## src/rtl/core/eas_pkg.sv

```systemverilog
`timescale 1ns / 1ps
// ----------------------------------------------------------------------------
// eas_pkg
// shared widths, register indexes, score constants and the flag struct
// ----------------------------------------------------------------------------
package eas_pkg;

  // fraction bits of the fixed-point ratios
  localparam int FRAC_BITS_DEF = 16;

  // sample and baseline width
  localparam int VAL_W = 16;
  // partial remainder width: holds 4*baseline
  localparam int REM_W = VAL_W + 2;
  // score width
  localparam int ARO_W = 7;
  // integer part of the weighted sum, at most 300
  localparam int SUM_W = 9;

  // configuration port
  localparam int CFG_IDX_W = 2;
  localparam logic [CFG_IDX_W-1:0] REG_TONIC_BASE  = 2'd0;
  localparam logic [CFG_IDX_W-1:0] REG_PHASIC_BASE = 2'd1;

  // score weights
  localparam int W_TONIC  = 80;
  localparam int W_PHASIC = 60;

  // floor(x/3) as (x*683) >> 11, exact for x below 1024
  localparam int DIV3_MUL_W = 10;
  localparam logic [DIV3_MUL_W-1:0] DIV3_MUL = 10'd683;
  localparam int DIV3_SHIFT = 11;

  localparam logic [ARO_W-1:0] SCORE_MAX = 7'd100;

  // per-sample override flags that ride along with the divider data
  typedef struct packed {
    logic tonic_zero;
    logic tonic_sat;
    logic phasic_zero;
    logic phasic_sat;
  } eas_flags_t;

endpackage

```

## src/rtl/core/eas_in_if.sv

```systemverilog
`timescale 1ns / 1ps
// ----------------------------------------------------------------------------
// eas_in_if
// sample channel: tonic level and phasic rate with valid/ready
// ----------------------------------------------------------------------------
interface eas_in_if;
  logic                     valid;
  logic                     ready;
  logic [eas_pkg::VAL_W-1:0] tonic_level;
  logic [eas_pkg::VAL_W-1:0] phasic_rate;

  modport source (output valid, output tonic_level, output phasic_rate, input ready);
  modport sink (input valid, input tonic_level, input phasic_rate, output ready);
endinterface

```

## src/rtl/core/eas_out_if.sv

```systemverilog
`timescale 1ns / 1ps
// ----------------------------------------------------------------------------
// eas_out_if
// result channel: arousal score with valid/ready
// ----------------------------------------------------------------------------
interface eas_out_if;
  logic                     valid;
  logic                     ready;
  logic [eas_pkg::ARO_W-1:0] arousal;

  modport source (output valid, output arousal, input ready);
  modport sink (input valid, input arousal, output ready);
endinterface

```

## src/rtl/core/eas_div_cell.sv

```systemverilog
`timescale 1ns / 1ps
// ----------------------------------------------------------------------------
// eas_div_cell
// one restoring-division step for both ratio lanes, one pipeline stage
// ----------------------------------------------------------------------------
module eas_div_cell #(
  parameter int QW = eas_pkg::FRAC_BITS_DEF + 2
) (
  input  logic                      clk,
  input  logic                      rst_n,
  // divisors, 4*baseline, stable while samples are in flight
  input  logic [eas_pkg::REM_W-1:0] d1,
  input  logic [eas_pkg::REM_W-1:0] d2,
  // upstream neighbor
  input  logic                      up_valid,
  output logic                      up_ready,
  input  logic [eas_pkg::REM_W-1:0] up_rem1,
  input  logic [eas_pkg::REM_W-1:0] up_rem2,
  input  logic [QW-1:0]             up_q1,
  input  logic [QW-1:0]             up_q2,
  input  eas_pkg::eas_flags_t       up_flags,
  // downstream neighbor
  output logic                      dn_valid,
  input  logic                      dn_ready,
  output logic [eas_pkg::REM_W-1:0] dn_rem1,
  output logic [eas_pkg::REM_W-1:0] dn_rem2,
  output logic [QW-1:0]             dn_q1,
  output logic [QW-1:0]             dn_q2,
  output eas_pkg::eas_flags_t       dn_flags
);

  logic                      valid_r;
  logic [eas_pkg::REM_W-1:0] rem1_r, rem2_r;
  logic [QW-1:0]             q1_r, q2_r;
  eas_pkg::eas_flags_t       flags_r;

  logic [eas_pkg::REM_W:0]   sh1, sh2;
  logic                      ge1, ge2;
  logic [eas_pkg::REM_W-1:0] rem1_nxt, rem2_nxt;

  // shift, compare, conditional subtract
  always_comb begin
    sh1 = {up_rem1, 1'b0};
    sh2 = {up_rem2, 1'b0};
    ge1 = sh1 >= {1'b0, d1};
    ge2 = sh2 >= {1'b0, d2};
    rem1_nxt = ge1 ? eas_pkg::REM_W'(sh1 - {1'b0, d1}) : eas_pkg::REM_W'(sh1);
    rem2_nxt = ge2 ? eas_pkg::REM_W'(sh2 - {1'b0, d2}) : eas_pkg::REM_W'(sh2);
  end

  assign up_ready = !valid_r || dn_ready;

  always_ff @(posedge clk) begin
    if (!rst_n) begin
      valid_r <= 1'b0;
    end else if (up_ready) begin
      valid_r <= up_valid;
    end
  end

  always_ff @(posedge clk) begin
    if (up_ready && up_valid) begin
      rem1_r  <= rem1_nxt;
      rem2_r  <= rem2_nxt;
      q1_r    <= {up_q1[QW-2:0], ge1};
      q2_r    <= {up_q2[QW-2:0], ge2};
      flags_r <= up_flags;
    end
  end

  assign dn_valid = valid_r;
  assign dn_rem1  = rem1_r;
  assign dn_rem2  = rem2_r;
  assign dn_q1    = q1_r;
  assign dn_q2    = q2_r;
  assign dn_flags = flags_r;

endmodule

```

## src/rtl/core/eas_score.sv

```systemverilog
`timescale 1ns / 1ps
// ----------------------------------------------------------------------------
// eas_score
// clamps both ratios, forms the weighted sum and divides by three
// ----------------------------------------------------------------------------
module eas_score #(
  parameter int FRAC_BITS = eas_pkg::FRAC_BITS_DEF
) (
  input  logic                clk,
  input  logic                rst_n,
  input  logic                up_valid,
  output logic                up_ready,
  input  logic [FRAC_BITS+1:0] up_q1,
  input  logic [FRAC_BITS+1:0] up_q2,
  input  eas_pkg::eas_flags_t up_flags,
  eas_out_if.source           out_ch
);

  localparam int QW = FRAC_BITS + 2;
  localparam int NW = FRAC_BITS + eas_pkg::SUM_W;
  localparam int PW = eas_pkg::SUM_W + eas_pkg::DIV3_MUL_W;
  localparam logic [QW-1:0] ONE   = QW'(1) << FRAC_BITS;
  localparam logic [QW-1:0] HALF  = ONE >> 1;
  localparam logic [QW-1:0] TWO   = ONE << 1;
  localparam logic [QW-1:0] THREE = ONE + TWO;

  logic [QW-1:0] r1, r2, r1_off;
  logic [NW-1:0] sum;

  // clamped ratios
  always_comb begin
    if (up_flags.tonic_zero) begin
      r1 = ONE;
    end else if (up_flags.tonic_sat) begin
      r1 = TWO;
    end else if (up_q1 < HALF) begin
      r1 = HALF;
    end else begin
      r1 = up_q1;
    end
    if (up_flags.phasic_zero) begin
      r2 = ONE;
    end else if (up_flags.phasic_sat) begin
      r2 = THREE;
    end else begin
      r2 = up_q2;
    end
    r1_off = r1 - HALF;
    sum = NW'(r1_off) * NW'(eas_pkg::W_TONIC) + NW'(r2) * NW'(eas_pkg::W_PHASIC);
  end

  // stage one: integer part of the weighted sum
  logic                         v1_r, rdy1;
  logic [eas_pkg::SUM_W-1:0]    x_r;
  // stage two: output register
  logic                         v2_r, rdy2;
  logic [eas_pkg::ARO_W-1:0]    aro_r;

  logic [PW-1:0]                prod;
  logic [PW-eas_pkg::DIV3_SHIFT-1:0] quo;
  logic [eas_pkg::ARO_W-1:0]    aro_nxt;

  always_comb begin
    prod = PW'(x_r) * PW'(eas_pkg::DIV3_MUL);
    quo  = prod[PW-1:eas_pkg::DIV3_SHIFT];
    if (quo > {1'b0, eas_pkg::SCORE_MAX}) begin
      aro_nxt = eas_pkg::SCORE_MAX;
    end else begin
      aro_nxt = quo[eas_pkg::ARO_W-1:0];
    end
  end

  assign rdy2     = !v2_r || out_ch.ready;
  assign rdy1     = !v1_r || rdy2;
  assign up_ready = rdy1;

  always_ff @(posedge clk) begin
    if (!rst_n) begin
      v1_r <= 1'b0;
      v2_r <= 1'b0;
    end else begin
      if (rdy1) begin
        v1_r <= up_valid;
      end
      if (rdy2) begin
        v2_r <= v1_r;
      end
    end
  end

  always_ff @(posedge clk) begin
    if (rdy1 && up_valid) begin
      x_r <= sum[NW-1:FRAC_BITS];
    end
    if (rdy2 && v1_r) begin
      aro_r <= aro_nxt;
    end
  end

  assign out_ch.valid   = v2_r;
  assign out_ch.arousal = aro_r;

endmodule

```

## src/rtl/core/eda_arousal_score.sv

```systemverilog
`timescale 1ns / 1ps
// ----------------------------------------------------------------------------
// eda_arousal_score
// arousal score from a tonic skin-conductance level and a phasic response rate
// ----------------------------------------------------------------------------
// usage
//   in_ch carries one sample pair per transfer (tonic_level, phasic_rate);
//   out_ch returns one arousal score 0..100 per sample, in order.
//   baselines are written through cfg_we/cfg_index/cfg_wdata while idle:
//   index 0 tonic baseline, index 1 phasic baseline, others ignored.
//   a zero baseline forces that ratio to one.
// timing
//   a row of FRAC_BITS+2 division cells, one quotient bit each, feeds a
//   two-stage scorer. one sample per cycle sustained while out_ch is not
//   stalled; every cell is a pipeline stage.
// reset
//   rst_n clears all valid bits and both baselines to zero.
// stalls
//   each stage holds when full and the next stage is full and not moving,
//   so bubbles fill up and in_ch.ready drops only once the whole row is
//   full behind a stalled out_ch.
// ----------------------------------------------------------------------------
module eda_arousal_score #(
  parameter int FRAC_BITS = eas_pkg::FRAC_BITS_DEF
) (
  input  logic                          clk,
  input  logic                          rst_n,
  eas_in_if.sink                        in_ch,
  eas_out_if.source                     out_ch,
  input  logic                          cfg_we,
  input  logic [eas_pkg::CFG_IDX_W-1:0] cfg_index,
  input  logic [eas_pkg::VAL_W-1:0]     cfg_wdata
);

  // quotient bits: two integer bits plus the fraction
  localparam int NCELL = FRAC_BITS + 2;
  localparam int QW    = FRAC_BITS + 2;

  // baseline registers
  logic [eas_pkg::VAL_W-1:0] tonic_base_r, phasic_base_r;

  always_ff @(posedge clk) begin
    if (!rst_n) begin
      tonic_base_r  <= '0;
      phasic_base_r <= '0;
    end else if (cfg_we) begin
      case (cfg_index)
        eas_pkg::REG_TONIC_BASE:  tonic_base_r  <= cfg_wdata;
        eas_pkg::REG_PHASIC_BASE: phasic_base_r <= cfg_wdata;
        default: ;
      endcase
    end
  end

  // divisor scaled by four so the running remainder starts as the sample
  // itself; NCELL steps then give floor(sample * 2^FRAC_BITS / baseline)
  logic [eas_pkg::REM_W-1:0] d1, d2;
  assign d1 = {tonic_base_r, 2'b00};
  assign d2 = {phasic_base_r, 2'b00};

  // saturation tests done up front, so the cells only need two integer bits
  eas_pkg::eas_flags_t in_flags;
  logic [eas_pkg::REM_W-1:0] base2_x3;

  always_comb begin
    base2_x3 = {2'b00, phasic_base_r} + {1'b0, phasic_base_r, 1'b0};
    in_flags.tonic_zero  = tonic_base_r == '0;
    in_flags.tonic_sat   = {1'b0, in_ch.tonic_level} >= {tonic_base_r, 1'b0};
    in_flags.phasic_zero = phasic_base_r == '0;
    in_flags.phasic_sat  = {2'b00, in_ch.phasic_rate} >= base2_x3;
  end

  // links between neighboring cells; link 0 is the input channel
  logic                      lv   [0:NCELL];
  logic                      lr   [0:NCELL];
  logic [eas_pkg::REM_W-1:0] lrem1[0:NCELL];
  logic [eas_pkg::REM_W-1:0] lrem2[0:NCELL];
  logic [QW-1:0]             lq1  [0:NCELL];
  logic [QW-1:0]             lq2  [0:NCELL];
  eas_pkg::eas_flags_t       lfl  [0:NCELL];

  assign lv[0]    = in_ch.valid;
  assign in_ch.ready = lr[0];
  assign lrem1[0] = {2'b00, in_ch.tonic_level};
  assign lrem2[0] = {2'b00, in_ch.phasic_rate};
  assign lq1[0]   = '0;
  assign lq2[0]   = '0;
  assign lfl[0]   = in_flags;

  for (genvar i = 0; i < NCELL; i++) begin : g_cell
    eas_div_cell #(
      .QW (QW)
    ) u_cell (
      .clk      (clk),
      .rst_n    (rst_n),
      .d1       (d1),
      .d2       (d2),
      .up_valid (lv[i]),
      .up_ready (lr[i]),
      .up_rem1  (lrem1[i]),
      .up_rem2  (lrem2[i]),
      .up_q1    (lq1[i]),
      .up_q2    (lq2[i]),
      .up_flags (lfl[i]),
      .dn_valid (lv[i+1]),
      .dn_ready (lr[i+1]),
      .dn_rem1  (lrem1[i+1]),
      .dn_rem2  (lrem2[i+1]),
      .dn_q1    (lq1[i+1]),
      .dn_q2    (lq2[i+1]),
      .dn_flags (lfl[i+1])
    );
  end

  // final remainders are not needed past the last cell
  logic rem_unused;
  assign rem_unused = ^{lrem1[NCELL], lrem2[NCELL]};

  eas_score #(
    .FRAC_BITS (FRAC_BITS)
  ) u_score (
    .clk      (clk),
    .rst_n    (rst_n),
    .up_valid (lv[NCELL] | (rem_unused & 1'b0)),
    .up_ready (lr[NCELL]),
    .up_q1    (lq1[NCELL]),
    .up_q2    (lq2[NCELL]),
    .up_flags (lfl[NCELL]),
    .out_ch   (out_ch)
  );

endmodule
```

## src/flat_wrapper.sv

```systemverilog
// flat-port wrapper written by rule: the top's interface ports become plain ports
module eda_arousal_score_flat 
#(
  parameter int FRAC_BITS = eas_pkg::FRAC_BITS_DEF
)
  (clk, rst_n, cfg_we, cfg_index, cfg_wdata, in_ch_valid, in_ch_tonic_level, in_ch_phasic_rate, in_ch_ready, out_ch_valid, out_ch_arousal, out_ch_ready);
  eas_in_if in_ch_i ();
  eas_out_if out_ch_i ();
  input  logic clk;
  input  logic rst_n;
  input  logic cfg_we;
  input  logic [eas_pkg::CFG_IDX_W-1:0] cfg_index;
  input  logic [eas_pkg::VAL_W-1:0] cfg_wdata;
  input wire logic [$bits(in_ch_i.valid)-1:0] in_ch_valid;
  input wire logic [$bits(in_ch_i.tonic_level)-1:0] in_ch_tonic_level;
  input wire logic [$bits(in_ch_i.phasic_rate)-1:0] in_ch_phasic_rate;
  output wire logic [$bits(in_ch_i.ready)-1:0] in_ch_ready;
  output wire logic [$bits(out_ch_i.valid)-1:0] out_ch_valid;
  output wire logic [$bits(out_ch_i.arousal)-1:0] out_ch_arousal;
  input wire logic [$bits(out_ch_i.ready)-1:0] out_ch_ready;
  assign in_ch_i.valid = in_ch_valid;
  assign in_ch_i.tonic_level = in_ch_tonic_level;
  assign in_ch_i.phasic_rate = in_ch_phasic_rate;
  assign in_ch_ready = in_ch_i.ready;
  assign out_ch_valid = out_ch_i.valid;
  assign out_ch_arousal = out_ch_i.arousal;
  assign out_ch_i.ready = out_ch_ready;
  eda_arousal_score #(.FRAC_BITS(FRAC_BITS)) u_core (.clk(clk), .rst_n(rst_n), .in_ch(in_ch_i), .out_ch(out_ch_i), .cfg_we(cfg_we), .cfg_index(cfg_index), .cfg_wdata(cfg_wdata));
endmodule
```

## config.mk

```make
export PLATFORM = sky130hd
export DESIGN_NAME = eda_arousal_score_flat
export DESIGN_NICKNAME = d
export VERILOG_FILES = /design/src/rtl/core/eas_pkg.sv /design/src/rtl/core/eas_in_if.sv /design/src/rtl/core/eas_out_if.sv /design/src/rtl/core/eas_div_cell.sv /design/src/rtl/core/eas_score.sv /design/src/rtl/core/eda_arousal_score.sv /design/src/flat_wrapper.sv
export SDC_FILE = /design/constraint.sdc
export NUM_CORES = 2
export LEC_CHECK = 0
export BUFFER_PORTS_ARGS = -buffer_cell sky130_fd_sc_hd__buf_2
export CAP_MARGIN = 20
export CELL_PAD_IN_SITES_DETAIL_PLACEMENT = 1
export CELL_PAD_IN_SITES_GLOBAL_PLACEMENT = 2
export CORE_MARGIN = 4
export CORE_UTILIZATION = 48
export DETAILED_ROUTE_END_ITERATION = 12
export PLACE_DENSITY_LB_ADDON = 0.1
export SLEW_MARGIN = 20
export SYNTH_ARGS = -nofsm -noshare
export SYNTH_HDL_FRONTEND = slang
export SYNTH_SLANG_ARGS = --single-unit
export TNS_END_PERCENT = 1
```

## constraint.sdc

```tcl
create_clock -name clk -period 15.74 [get_ports clk]
set_input_delay 3.148 -clock clk [delete_from_list [all_inputs] [get_ports clk]]
set_output_delay 3.148 -clock clk [all_outputs]
set_load 0.05 [all_outputs]
```

==> results.json <==
{
  "setup-violations-final": 0,
  "synth-seq-cells": 1010,
  "drcViolationCount": 0,
  "path_max_fanout": 6,
  "die_w_um": 387,
  "start_util": 0.486,
  "p_int_w": 0.00495,
  "vias": 49900,
  "arrival_ns": 5.73,
  "ys_types": 94,
  "rsz0062_at_grt": "no",
  "peakVddDrop_mv": 0.0940,
  "pwr-share-seq": 0.456,
  "antenna_found_initial": 7,
  "cts_tree": "yes",
  "synth_edf_count": 958,
  "vias_per_cell": 5.92,
  "rrSetupSlack_ns": 9.31,
  "coreArea_um2": 142000,
  "finalSetupTns_ns": 0,
  "antenna_left": 0,
  "io_buffers": 63,
  "hpwl_mm": 135,
  "wl_mm": 188,
  "cap_violations": 0,
  "dp_slack_ns": 6.84,
  "grt_first_pass_wirelength_mm": 297,
  "clock.fmax_mhz": 113,
  "grt_overflow_total": 0,
  "synthMuxAreaShare": 0.0738,
  "worstSetupEndpointType": "output pin",
  "cellLeakagePower_nw": 28.1,
  "syn_area_um2": 69100,
  "wl_per_cell_um": 22.3,
  "synth_cells": 6280,
  "nNetsFinal": 7298,
  "cts.sinks": 1010,
  "synth-compound-area-share": 0.141,
  "synth-simple-area-share": 0.124,
  "yosys_warnings": 0,
  "status": "finished, final reports clean",
  "slew_viol_final": 0,
  "die_h_um": 387,
  "synthAdderAreaFrac": 0.156,
  "syn_area_per_cell_um2": 11.0,
  "synthArstFlopShare": 0,
  "dp.cells": 8209,
  "grt_max_degree": 64,
  "hold_viol_final": 0,
  "p_comb_frac": 0.134,
  "synth_top_area_cell": "edfxtp_1",
  "row_count": 138,
  "final_core_util": 0.533,
  "cts_hold_buf": 0,
  "synth_top_area_frac": 0.416,
  "fin_ws_ns": 6.87,
  "period_minus_slack_ns": 8.87,
  "hp-class": "flip-flop to flip-flop",
  "critPathKind": "primary input to output pin",
  "drt_iter0_drc": 3045,
  "synthXorXnorAreaFrac": 0.0487,
  "p_sw_frac": 0.251,
  "fin_cells": 8426,
  "netlist_top_cells_area": "edfxtp_1 (42%), ha_1 (13%), mux2_2 (6.3%)",
  "p_clk_frac": 0.410,
  "area_growth_pct": 9.69,
  "synth_seq_area_share": 0.431,
  "synth_top_family_by_area": "adder cells",
  "cts-htree-levels": 3,
  "ios": 64,
  "gp_congestion": 0.841,
  "setup.worst_path.start_class": "primary input",
  "firstDrtPassIters": 5,
  "cts.clk_slew.worst_paths_ns": 0.06,
  "cts_resized": 0,
  "power_w": 0.00661,
  "grt_pass1_vias": 52000,
  "clk_path_buf_depth": 3,
  "die_area_um2": 150000,
  "p_per_area_nw_per_um2": 87.2,
  "skew_ns": 0.0278,
  "post_cts_buffers": 0,
  "synth_top_flop_cell": "edfxtp_1",
  "tightest_slew_ns": 1.07,
  "grt_usage": 0.247,
  "p_sw_w": 0.00166,
  "layout-drive-gt1-share": 0.121,
  "cts_made_buffers": 114,
  "critPathRequiredTime_ns": 12.59,
  "syn_nets": 7142,
  "root_buffer": "clkbuf_16",
  "clk_latency_ns": 0.73,
  "fin_crit_sh": 0.564,
  "relSlewSlack": 0.287
}
## sequential cells by signal, indices dropped and copies added, names as in the netlist
| name | cells |
|---|---|
| u_core.u_score.out_ch.valid | 1 |
| u_core.g_cell.u_cell.dn_valid | 18 |
| u_core.u_score.out_ch.arousal | 7 |
| u_core.g_cell.u_cell.dn_q2 | 171 |
| u_core.u_score.x_r | 9 |
| u_core.tonic_base_r | 16 |
| u_core.phasic_base_r | 16 |
| u_core.g_cell.u_cell.dn_rem1 | 273 |
| u_core.g_cell.u_cell.dn_q1 | 154 |
| u_core.g_cell.u_cell.dn_rem2 | 273 |
| u_core.u_score.v1_r | 1 |
| u_core.g_cell.u_cell.dn_flags | 71 |
## layer usage
| metal | wire length, µm | GRT usage |
|---|---|---|
| met2 | 91400 | 0.423 |
| met4 | 3830 | 0.0565 |
| met1 | 86900 | 0.338 |
| met5 | 38 | 0 |
| met3 | 6020 | 0.0247 |
## worst max-delay path: stages
cell,delay (ns)
buf_2,0.12
nor2b_1,0.24
and2_1,0.22
and3_1,0.38
and3_1,0.44
nand4_1,0.22
nor3_1,0.31
buf_4,0.25
nand3_1,0.12
buf_2,0.25
## logic make-up (layout without fill, tap and decap cells)
logic type	after synthesis	after routing
other	0	2
and+or+nand+nor	1707	1707
DFF	1010	1010
muxes	457	457
xor gates and xnor gates	384	384
buffers and inverters	442	696
adders and majority gates	816	816
AOI/OAI and AO/OA	1464	1464
## power by group through the flow
stage               Combinational (W)  Clock (W)  Sequential, W
finish                       0.000887    0.00271        0.00302
global route                 0.000982    0.00290        0.00302
CTS                          0.000887    0.00278        0.00302
detailed placement           0.000878          0        0.00307
global placement             0.000852          0        0.00307
floorplan                    0.000654          0        0.00306
## layout by cell type (no fill, tap or decap), types with 115 or more instances in the layout
master       n
nand2_1    380
edfxtp_1   958
o21ai_0    226
mux2_2     386
ha_1       730
inv_1      356
a21oi_1    416
o21a_1     152
clkbuf_16  115
nor3_1     141
nand3_1    138
nor2_1     451
nor2b_1    129
xnor2_1    326
## worst paths after layout
path	to	depth (start not counted)	startpoint
hold reg to reg	u_core.g_cell[14].u_cell.dn_q2[2]	0	u_core.g_cell[13].u_cell.dn_q2[1]
hold / removal	u_core.g_cell[14].u_cell.dn_q2[2]	0	u_core.g_cell[13].u_cell.dn_q2[1]
setup / recovery	in_ch_ready	10	out_ch_ready
setup reg to reg	u_core.u_score.x_r[7]	23	u_core.g_cell[17].u_cell.dn_flags[1]
## synthesized netlist by cell type, drive strengths merged (28+ instances only)
cell and instances:
a211oi 49, a21boi 69, a21o 93, a21oi 418, a31oi 36, and2 50, and3 28, buf 46
clkbuf 38, dfxtp 52, edfxtp 958, fa 77, ha 730, inv 358, mux2 400, mux2i 57
nand2 385, nand2b 51, nand3 138, nand3b 46, nand4 80, nor2 454, nor2b 137, nor3 141
nor4 41, o211ai 80, o21a 152, o21ai 263, o31a 42, o31ai 38, or3 65, xnor2 326
xor2 58
## cell type report
class / instances / area, µm²
tap: 1890 / 2360
fill: 15200 / 66500
timing repair buffer: 124 / 793
sequential: 1010 / 29800
multi-input combinational: 4828 / 37700
clock inverter: 73 / 785
antenna: 2 / 5.00
inverter: 358 / 1340
clock buffer: 141 / 2990
## per-stage QoR
| step | hold slack, ns | cell area [µm²] |
|---|---|---|
| final | 0.401 | 75800 |
| after CTS | 0.397 | 75800 |
| after global routing | 0.403 | 75800 |
| after floorplan | 0.400 | 69100 |
| after global placement | 0.400 | 72000 |
| after detailed placement | 0.405 | 72000 |
No activity file was read; power rests on OpenSTA's default activity.
